<file path="src/rtl/core/longest_increasing_subsequence_unit_macros.svh">
// Assertion macros for the longest increasing subsequence unit.
// Included by files that carry concurrent assertions; depends on nothing else.
`ifndef LONGEST_INCREASING_SUBSEQUENCE_UNIT_MACROS_SVH
`define LONGEST_INCREASING_SUBSEQUENCE_UNIT_MACROS_SVH
`ifndef SYNTHESIS
`define LISU_ASSERT_IMP(label, clk, rst_n, ante, cons) \
    label: assert property (@(posedge clk) disable iff (!rst_n) (ante) |-> (cons)) \
        else $error("lisu: same-cycle check failed");
`define LISU_ASSERT_NXT(label, clk, rst_n, ante, cons) \
    label: assert property (@(posedge clk) disable iff (!rst_n) (ante) |=> (cons)) \
        else $error("lisu: next-cycle check failed");
`else
`define LISU_ASSERT_IMP(label, clk, rst_n, ante, cons)
`define LISU_ASSERT_NXT(label, clk, rst_n, ante, cons)
`endif
`endif

</file>
<file path="src/rtl/core/lisu_pkg.sv">
// Shared constants and types of the longest increasing subsequence unit.
// Depends on nothing; used by the controller and the top level.
`default_nettype none
package lisu_pkg;
    localparam int LISU_DEPTH      = 1024;
    localparam int LISU_VALUE_BITS = 32;
    localparam int RUN_W           = 11;
    localparam int OUT_TDATA_W     = 16;

    typedef struct packed {
        logic [RUN_W-1:0] run_length;
        logic             store_full;
        logic             final_flag;
    } lisu_result_t;
endpackage
`default_nettype wire

</file>
<file path="src/rtl/core/lisu_ctrl.sv">
// Sequencer of the unit: top-tail check, binary search over the tails RAM, write-back.
// Depends on lisu_pkg; drives the ports of one lisu_ram instance.
`default_nettype none
module lisu_ctrl #(
    parameter int DEPTH      = 1024,
    parameter int VALUE_BITS = 32
) (
    input  wire logic                         clk,
    input  wire logic                         rst_n,
    input  wire logic                         in_valid,
    output logic                              in_ready,
    input  wire logic [VALUE_BITS-1:0]        in_value,
    input  wire logic                         in_last,
    input  wire logic                         out_free,
    output logic                              res_valid,
    output lisu_pkg::lisu_result_t            result,
    output logic                              mem_we,
    output logic      [$clog2(DEPTH)-1:0]     mem_waddr,
    output logic      [VALUE_BITS-1:0]        mem_wdata,
    output logic      [$clog2(DEPTH)-1:0]     mem_raddr,
    input  wire logic [VALUE_BITS-1:0]        mem_rdata
);
    import lisu_pkg::*;

    localparam int AW    = $clog2(DEPTH);
    localparam int CNT_W = $clog2(DEPTH + 1);

    typedef enum logic [1:0] {ST_IDLE, ST_TOP, ST_SRCH, ST_OUT} state_t;

    state_t                  state_reg, state_next;
    logic [VALUE_BITS-1:0]   value_reg, value_next;
    logic                    last_reg, last_next;
    logic [CNT_W-1:0]        count_reg, count_next;
    logic                    ovf_reg, ovf_next;
    logic [AW-1:0]           lo_reg, lo_next;
    logic [AW-1:0]           hi_reg, hi_next;
    logic [AW-1:0]           mid_reg, mid_next;
    logic [CNT_W-1:0]        cnt_dec;
    logic [AW:0]             mid_sum;
    logic                    rd_less;
    logic                    val_above;

    assign cnt_dec   = count_reg - CNT_W'(1);
    assign rd_less   = $signed(mem_rdata) < $signed(value_reg);
    assign val_above = $signed(value_reg) > $signed(mem_rdata);

    assign in_ready  = (state_reg == ST_IDLE);
    assign res_valid = (state_reg == ST_OUT) && out_free;
    assign result.run_length = RUN_W'(count_reg);
    assign result.store_full = ovf_reg;
    assign result.final_flag = last_reg;

    always_comb
    begin
        state_next = state_reg;
        value_next = value_reg;
        last_next  = last_reg;
        count_next = count_reg;
        ovf_next   = ovf_reg;
        lo_next    = lo_reg;
        hi_next    = hi_reg;
        mid_next   = mid_reg;
        mem_we     = 1'b0;
        mem_waddr  = '0;
        mem_wdata  = value_reg;
        mem_raddr  = cnt_dec[AW-1:0];
        mid_sum    = '0;
        unique case (state_reg)
            ST_IDLE:
            begin
                if (in_valid)
                begin
                    value_next = in_value;
                    last_next  = in_last;
                    if (count_reg == '0)
                    begin
                        mem_we     = 1'b1;
                        mem_wdata  = in_value;
                        count_next = CNT_W'(1);
                        state_next = ST_OUT;
                    end
                    else
                    begin
                        state_next = ST_TOP;
                    end
                end
            end
            ST_TOP:
            begin
                if (val_above)
                begin
                    if (count_reg < CNT_W'(DEPTH))
                    begin
                        mem_we     = 1'b1;
                        mem_waddr  = count_reg[AW-1:0];
                        count_next = count_reg + CNT_W'(1);
                    end
                    else
                    begin
                        ovf_next = 1'b1;
                    end
                    state_next = ST_OUT;
                end
                else if (cnt_dec == '0)
                begin
                    mem_we     = 1'b1;
                    state_next = ST_OUT;
                end
                else
                begin
                    lo_next    = '0;
                    hi_next    = cnt_dec[AW-1:0];
                    mid_sum    = {1'b0, cnt_dec[AW-1:0]};
                    mid_next   = mid_sum[AW:1];
                    mem_raddr  = mid_next;
                    state_next = ST_SRCH;
                end
            end
            ST_SRCH:
            begin
                if (rd_less)
                begin
                    lo_next = mid_reg + AW'(1);
                end
                else
                begin
                    hi_next = mid_reg;
                end
                if (lo_next == hi_next)
                begin
                    mem_we     = 1'b1;
                    mem_waddr  = lo_next;
                    state_next = ST_OUT;
                end
                else
                begin
                    mid_sum   = {1'b0, lo_next} + {1'b0, hi_next};
                    mid_next  = mid_sum[AW:1];
                    mem_raddr = mid_next;
                end
            end
            ST_OUT:
            begin
                if (out_free)
                begin
                    if (last_reg)
                    begin
                        count_next = '0;
                        ovf_next   = 1'b0;
                    end
                    state_next = ST_IDLE;
                end
            end
            default:
            begin
                state_next = ST_IDLE;
            end
        endcase
    end

    always_ff @(posedge clk or negedge rst_n)
    begin
        if (!rst_n)
        begin
            state_reg <= ST_IDLE;
            count_reg <= '0;
            ovf_reg   <= 1'b0;
            value_reg <= '0;
            last_reg  <= 1'b0;
            lo_reg    <= '0;
            hi_reg    <= '0;
            mid_reg   <= '0;
        end
        else
        begin
            state_reg <= state_next;
            count_reg <= count_next;
            ovf_reg   <= ovf_next;
            value_reg <= value_next;
            last_reg  <= last_next;
            lo_reg    <= lo_next;
            hi_reg    <= hi_next;
            mid_reg   <= mid_next;
        end
    end
endmodule
`default_nettype wire

</file>
<file path="config.mk">
export PLATFORM = sky130hd
export DESIGN_NAME = lisu_ctrl
export DESIGN_NICKNAME = d
export VERILOG_FILES = /design/src/rtl/core/longest_increasing_subsequence_unit_macros.svh /design/src/rtl/core/lisu_pkg.sv /design/src/rtl/core/lisu_ctrl.sv
export SDC_FILE = /design/constraint.sdc
export NUM_CORES = 1
export LEC_CHECK = 0
export BUFFER_PORTS_ARGS = -buffer_cell sky130_fd_sc_hd__buf_2
export CAP_MARGIN = 20
export CORE_ASPECT_RATIO = 0.7
export CORE_MARGIN = 3
export CORE_UTILIZATION = 35
export DETAILED_ROUTE_END_ITERATION = 7
export GPL_TIMING_DRIVEN = 0
export SLEW_MARGIN = 20
export SYNTH_ARGS = -nofsm -noshare
export SYNTH_HDL_FRONTEND = slang
export SYNTH_SLANG_ARGS = --single-unit
</file>
<file path="constraint.sdc">
create_clock -name clk -period 8.13 [get_ports clk]
set_input_delay 0.813 -clock clk [delete_from_list [all_inputs] [get_ports clk]]
set_output_delay 0.813 -clock clk [all_outputs]
set_load 0.02 [all_outputs]
</file>
# Yosys cells after proc, flatten, opt, wreduce, memory -nomap -nowiden
# Cells that the tools add are included.
dict set report word_totals {
  register_bits 77
  input_bits 69
  out_inout_bits 68
  elab_cells 94
}
dict set report classes {
  n_addsub 4
  n_lt_le_gt_ge 3
  eq_ne 15
  muxes 51
  n_reduce_logical 13
}
# op n
set op_table {}
lappend op_table {{two-way mux 10 bit} 17}
lappend op_table {{case mux 10 bit (2 select lines)} 5}
lappend op_table {{two-way mux 32 bit} 3}
lappend op_table {{two-way mux 11 bit} 6}
lappend op_table {{case mux 11 bit (3 select lines)} 1}
lappend op_table {{> comparator 32 bit} 1}
lappend op_table {{less-than comparator 32 bit} 1}
lappend op_table {{logical NOT 11 bit} 2}
lappend op_table {{inequality test 2 bit (second input constant)} 10}
lappend op_table {{two-way mux 1 bit} 12}
lappend op_table {{adder 10 x 10 -> 11 bit} 1}
lappend op_table {{adder 11 x 1 -> 11 bit (second input constant)} 1}
lappend op_table {{less-than comparator 11 bit (second input constant)} 1}
lappend op_table {{subtractor 11 x 1 -> 11 bit (second input constant)} 1}
lappend op_table {{adder 10 x 1 -> 10 bit (second input constant)} 1}
lappend op_table {{equality test 10 bit} 1}
lappend op_table {{two-way mux 2 bit} 4}
lappend op_table {{case mux 2 bit (4 select lines)} 1}
lappend op_table {{AND reduction 7 bit} 1}
lappend op_table {{AND reduction 3 bit} 2}
lappend op_table {{AND reduction 5 bit} 1}
lappend op_table {{equality test 2 bit (second input constant)} 2}
lappend op_table {{AND reduction 4 bit} 1}
lappend op_table {{nonzero test 2 bit} 2}
lappend op_table {{8 further kinds} 8}

# Logic depth before layout (Yosys ltp)
dict set report logic_depth {
  depth_word 6
  mapped_depth 22
}

# Least setup slack after synthesis
# OpenSTA, ideal clock, no wires.
dict set report synth_timing {
  path_kind {input -> output}
  start {in mem_rdata[31]}
  end {out mem_raddr[7]}
  arrival_time_ns 5.194
  required_ns 7.317
  slack_ns 2.123
  cell_stages 22
  n_path_buf 3
  path_cell_list {inv_1 > ha_1 > nand4_2 > or4_4 > or4_4 > nand2_1 > o31a_1 > buf_6 > nor2_4 > buf_6 > buf_6 > mux2i_1 > inv_1 > fa_1 > a21oi_1 > nor2b_1 > o31a_1 > o41ai_1 > mux2i_1 > o22ai_1 > nand2_1 > o311ai_1}
}
dict set report synth_between {
  elab_chain_len 6
  elab_cells_between_ends 11
  cone_classes {add/sub: 1; order compare: 2; eq/ne: 1; mux: 7}
}
# element line
set synth_rtl {}
lappend synth_rtl {{start: declaration} lisu_ctrl.sv:21} ;# input wire logic [VALUE_BITS-1:0] mem_rdata
lappend synth_rtl {{less-than comparator 32 bit} lisu_ctrl.sv:44} ;# assign rd_less = $signed(mem_rdata) < $signed(value_reg);
lappend synth_rtl {{two-way mux 10 bit} lisu_ctrl.sv:121} ;# if (rd_less)
lappend synth_rtl {{two-way mux 10 bit} lisu_ctrl.sv:68} ;# unique case (state_reg)
lappend synth_rtl {{adder 10 x 10 -> 11 bit / equality test 10 bit (equally long branches)} {lisu_ctrl.sv:137, lisu_ctrl.sv:129}}
lappend synth_rtl {{two-way mux 10 bit} lisu_ctrl.sv:129} ;# if (lo_next == hi_next)
lappend synth_rtl {{case mux 10 bit (2 select lines) *} lisu_ctrl.sv:68}
lappend synth_rtl {{end: declaration} lisu_ctrl.sv:20} ;# output logic [$clog2(DEPTH)-1:0] mem_raddr,
# Mark *: on every way between the ends. The rest lies on a longest branch, timed or not. The select of a mux whose other input is x is not followed.

# Worst setup path in the final report
dict set report layout_timing {
  start {in mem_rdata[11]}
  end {out mem_waddr[5]}
}
dict set report layout_between {
  elab_chain_len 6
  elab_cells_between_ends 10
  cone_classes {order compare: 2; eq/ne: 1; mux: 7}
}
# element line
set layout_rtl {}
lappend layout_rtl {{less-than comparator 32 bit} lisu_ctrl.sv:44}
lappend layout_rtl {{two-way mux 10 bit} lisu_ctrl.sv:121}
lappend layout_rtl {{two-way mux 10 bit} lisu_ctrl.sv:68}
lappend layout_rtl {{equality test 10 bit} lisu_ctrl.sv:129}
lappend layout_rtl {{two-way mux 10 bit} lisu_ctrl.sv:129}
lappend layout_rtl {{case mux 10 bit (2 select lines) *} lisu_ctrl.sv:68}
lappend layout_rtl {{end: declaration} lisu_ctrl.sv:18} ;# output logic [$clog2(DEPTH)-1:0] mem_waddr,
# Marked as above.

==> flow_summary_export.csv <==
group,metric,value,unit
status,status,"completed",
synthesis,syn_nets,796,
global_routing,antenna_found_initial,0,
final_layout,diodes,0,
synthesis,ys.warnings.count,0,
synthesis,synth_ff_type,"dfrtp_1",
die,dieHeight,118,microns
clock_tree,cts.sinks,77,
die,core_area,17300,sq um
sta,finalClockSkew,0.00880,ns
global_routing,grt_max_degree,41,
die,start_util,36.1,%
sta,tightest_slew,1.01,ns
final_layout,layout-drive-gt1-share,31.4,%
synthesis,synth_seq_cells,77,
die,row_count,40,
final_layout,fillers,1758,
synthesis,yosysUniqueCellTypes,69,
setup_path,critPathMaxFanout,10,
die,pin_count,137,
final_layout,syn_to_final_growth,21.0,%
sta,post-route-period-util,88.9,%
global_routing,grt_pass1_wl,31.1,mm
setup_path,r2r_start,"value_reg[11]",
setup_path,endpoint_kind,"primary output",
synthesis,synth_seq_area_share,30.8,%
setup_path,r2r_setup_slack,2.38,ns
sta,slew_headroom,32.6,%
power,clockPowerShare,11.2,%
sta,whs,0.451,ns
clock_tree,cts_setup_buffers,0,
placement,place_hpwl,15.1,mm
synthesis,synthesis.area,6250,sq um
clock_tree,cts-buffers-inserted,9,
flow_run,drv_cap,0,
synthesis,syn_area_per_cell,9.26,sq um
final_layout,nets,944,
routing,viasPerCell,5.35,
sta,setup_viol,0,
sta,fin_crit,7.22,ns
setup_path,r2r_cells,19,
die,fp.dieW,166,microns
power,power_density,523,nW/um^2
routing,drtAntennaViolNets,0,
sta,rsz0062_at_grt,"false",
routing,routed_wl,19.4,mm
clock_tree,cts_buffer_depth,2,
clock_tree,cts_max_level,3,
setup_path,required,7.32,ns
synthesis,synth_top_area_share,30.8,%
power,leakagePower,3.69,nW
synthesis,yosysTopAreaCell,"dfrtp_1",
routing,dr.pass1.iters,5,
power,p_comb_share,71.3,%
setup_path,critPathLaunchType,"input pin",
global_routing,overflow,0,
power,p_sw_share,50.6,%
setup_path,reg2reg_to,"mid_reg[2]",
sta,drv_slew,0,
synthesis,synth_enable_flop_cells,0,
setup_path,crit_slowest_cell,"nor4_1",
hold_path,hp-class,"input pin to asynchronous set/reset pin",
setup_path,path_cells,"buf_2 > inv_1 > ha_1 > nand4_1 > or3_1 > a211o_1 > a41oi_2 > nor3b_2 > nor2_4 > buf_6 > buf_6 > mux2i_1 > inv_1 > ha_1 > nor4_1 > nand3_1 > clkbuf_1 > nor2_1 > nand2_1 > o2bb2ai_1 > buf_2",
power,max-vdd-ir-drop,332,uV
clock_tree,path_clk_slew,0.06,ns
setup_path,crit_type,"input pin to primary output",
final_layout,largest_reg_flops,32,
sta,setup_tns,0,ns
global_routing,grt_pass1_vias,5402,
setup_path,path_buf_inv,7,
setup_path,critical_path.top_delay_family,"simple AND/OR/NAND/NOR gates",
power,seqPwrFrac,17.4,%
die,dieArea,19500,sq um
clock_tree,hold_buffers,0,
setup_path,slowest_delay,0.50,ns
synthesis,ys_async_sr_fraction,100,%
routing,drtIter0Drc,491,
sta,finalHoldViolCount,0,
clock_tree,clock_latency,0.35,ns
clock_tree,cts_root_buf,"clkbuf_16",
synthesis,netlist_instances,675,
placement,io_buffer_count,136,
sta,fmax,138,MHz
power,p_sw,2.00,mW
routing,routedWlPerCell,18.3,microns
final_layout,layout_common_cells,"buf_2, mux2_2, dfrtp_1",
power,p_int,1.96,mW
synthesis,synth_area_leaders,"dfrtp_1, mux2_2, ha_1",
clock_tree,cts_tree,"yes",
routing,drc,0,
final_layout,layout_commonest_cell,"buf_2",
global_routing,globalRouteTotalUtil,19.9,%
routing,num_vias,5664,
placement,gp_congestion,0.907,
setup_path,cp.arrival,6.41,ns
clock_tree,post_cts_resized,0,
layout make-up:
cell class / instances / area [sq um] / area share [%]
Buffer: 33 / 160 / 2.12
Clock buffer: 9 / 225 / 2.98
Clock inverter: 7 / 97.6 / 1.29
Inverter: 60 / 225 / 2.98
Multi-Input combinational cell: 505 / 3940 / 52.1
Sequential cell: 77 / 1930 / 25.5
Tap cell: 231 / 289 / 3.82
Timing Repair Buffer: 137 / 703 / 9.29
kinds of logic after synthesis:
logic type / synth area share, %
and+or+nand+nor: 15.8
AOI/OAI and AO/OA: 15.2
DFF: 30.8
xor gates and xnor gates: 3.36
buffers and inverters: 6.16
muxes: 18.2
adders and majority gates: 10.5
per-layer routing:
layer,part of all wire (%),GRT usage [%],vias up
li1,-,-,2731
met1,51,30.7,2709
met5,0,0,-
met3,8.0,5.54,15
met2,39,27.3,209
met4,1.2,4.21,0
Yosys cell counts, types with 5 or more instances:
library cell	instances
a211o_1	11
buf_2	5
nand2_1	51
nor3_1	20
xnor2_1	14
mux2i_1	18
dfrtp_1	77
clkbuf_1	20
o21ai_0	30
and2_1	15
mux2_4	6
o31ai_1	7
nand2b_1	6
mux2_2	77
o2bb2ai_1	9
a21oi_1	36
nor2_1	36
o22ai_1	7
xor2_1	10
nor4_1	6
nand4_1	11
ha_1	51
inv_1	59
nand3_1	19
worst reg2reg max path, cell delays in order, from the launching register on:
cell,delay (ns)
dfrtp_1,0.40
ha_1,0.32
nand4_1,0.12
or3_1,0.44
a211o_1,0.30
a41oi_2,0.32
nor3b_2,0.20
nor2_4,0.32
buf_6,0.24
buf_6,0.21
mux2i_1,0.36
inv_1,0.08
ha_1,0.37
nor4_1,0.50
nand3_1,0.17
inv_1,0.14
nand2_1,0.15
nand2_1,0.18
a2bb2oi_4,0.40
mux2_2,0.40
how the worst max path moves through the flow:
stage	startpoint	end	slack, ns	cells after the start
global route	mem_rdata[11]	mem_waddr[9]	0.62	21
CTS	mem_rdata[11]	mem_waddr[9]	1.02	21
floorplan	mem_rdata[31]	mem_raddr[7]	2.12	22
detailed placement	mem_rdata[11]	mem_waddr[9]	1.04	21
finish	mem_rdata[11]	mem_waddr[5]	0.91	21
global placement	mem_rdata[11]	mem_waddr[9]	1.01	21
metrics by stage:
stage	std cells	area [sq um]	util, %	setup slack, ns	power [mW]
floorplan	675	6250	-	2.12	2.69
global placement	1042	7220	41.7	1.01	3.45
detailed placement	1043	7250	41.8	1.04	3.47
CTS	1059	7570	43.7	1.02	3.93
global route	1059	7570	43.7	0.620	4.27
finish	1059	7570	43.7	0.905	3.96
power groups by stage:
stage                     Combinational [mW]  Clock, mW  Sequential, mW
after global placement                  2.76          0           0.690
after CTS                               2.79      0.457           0.688
final                                   2.83      0.445           0.691
after global routing                    3.08      0.471           0.715
after detailed placement                2.77          0           0.693
after floorplan                         2.04          0           0.653
Power figures use the tool's default switching activity.
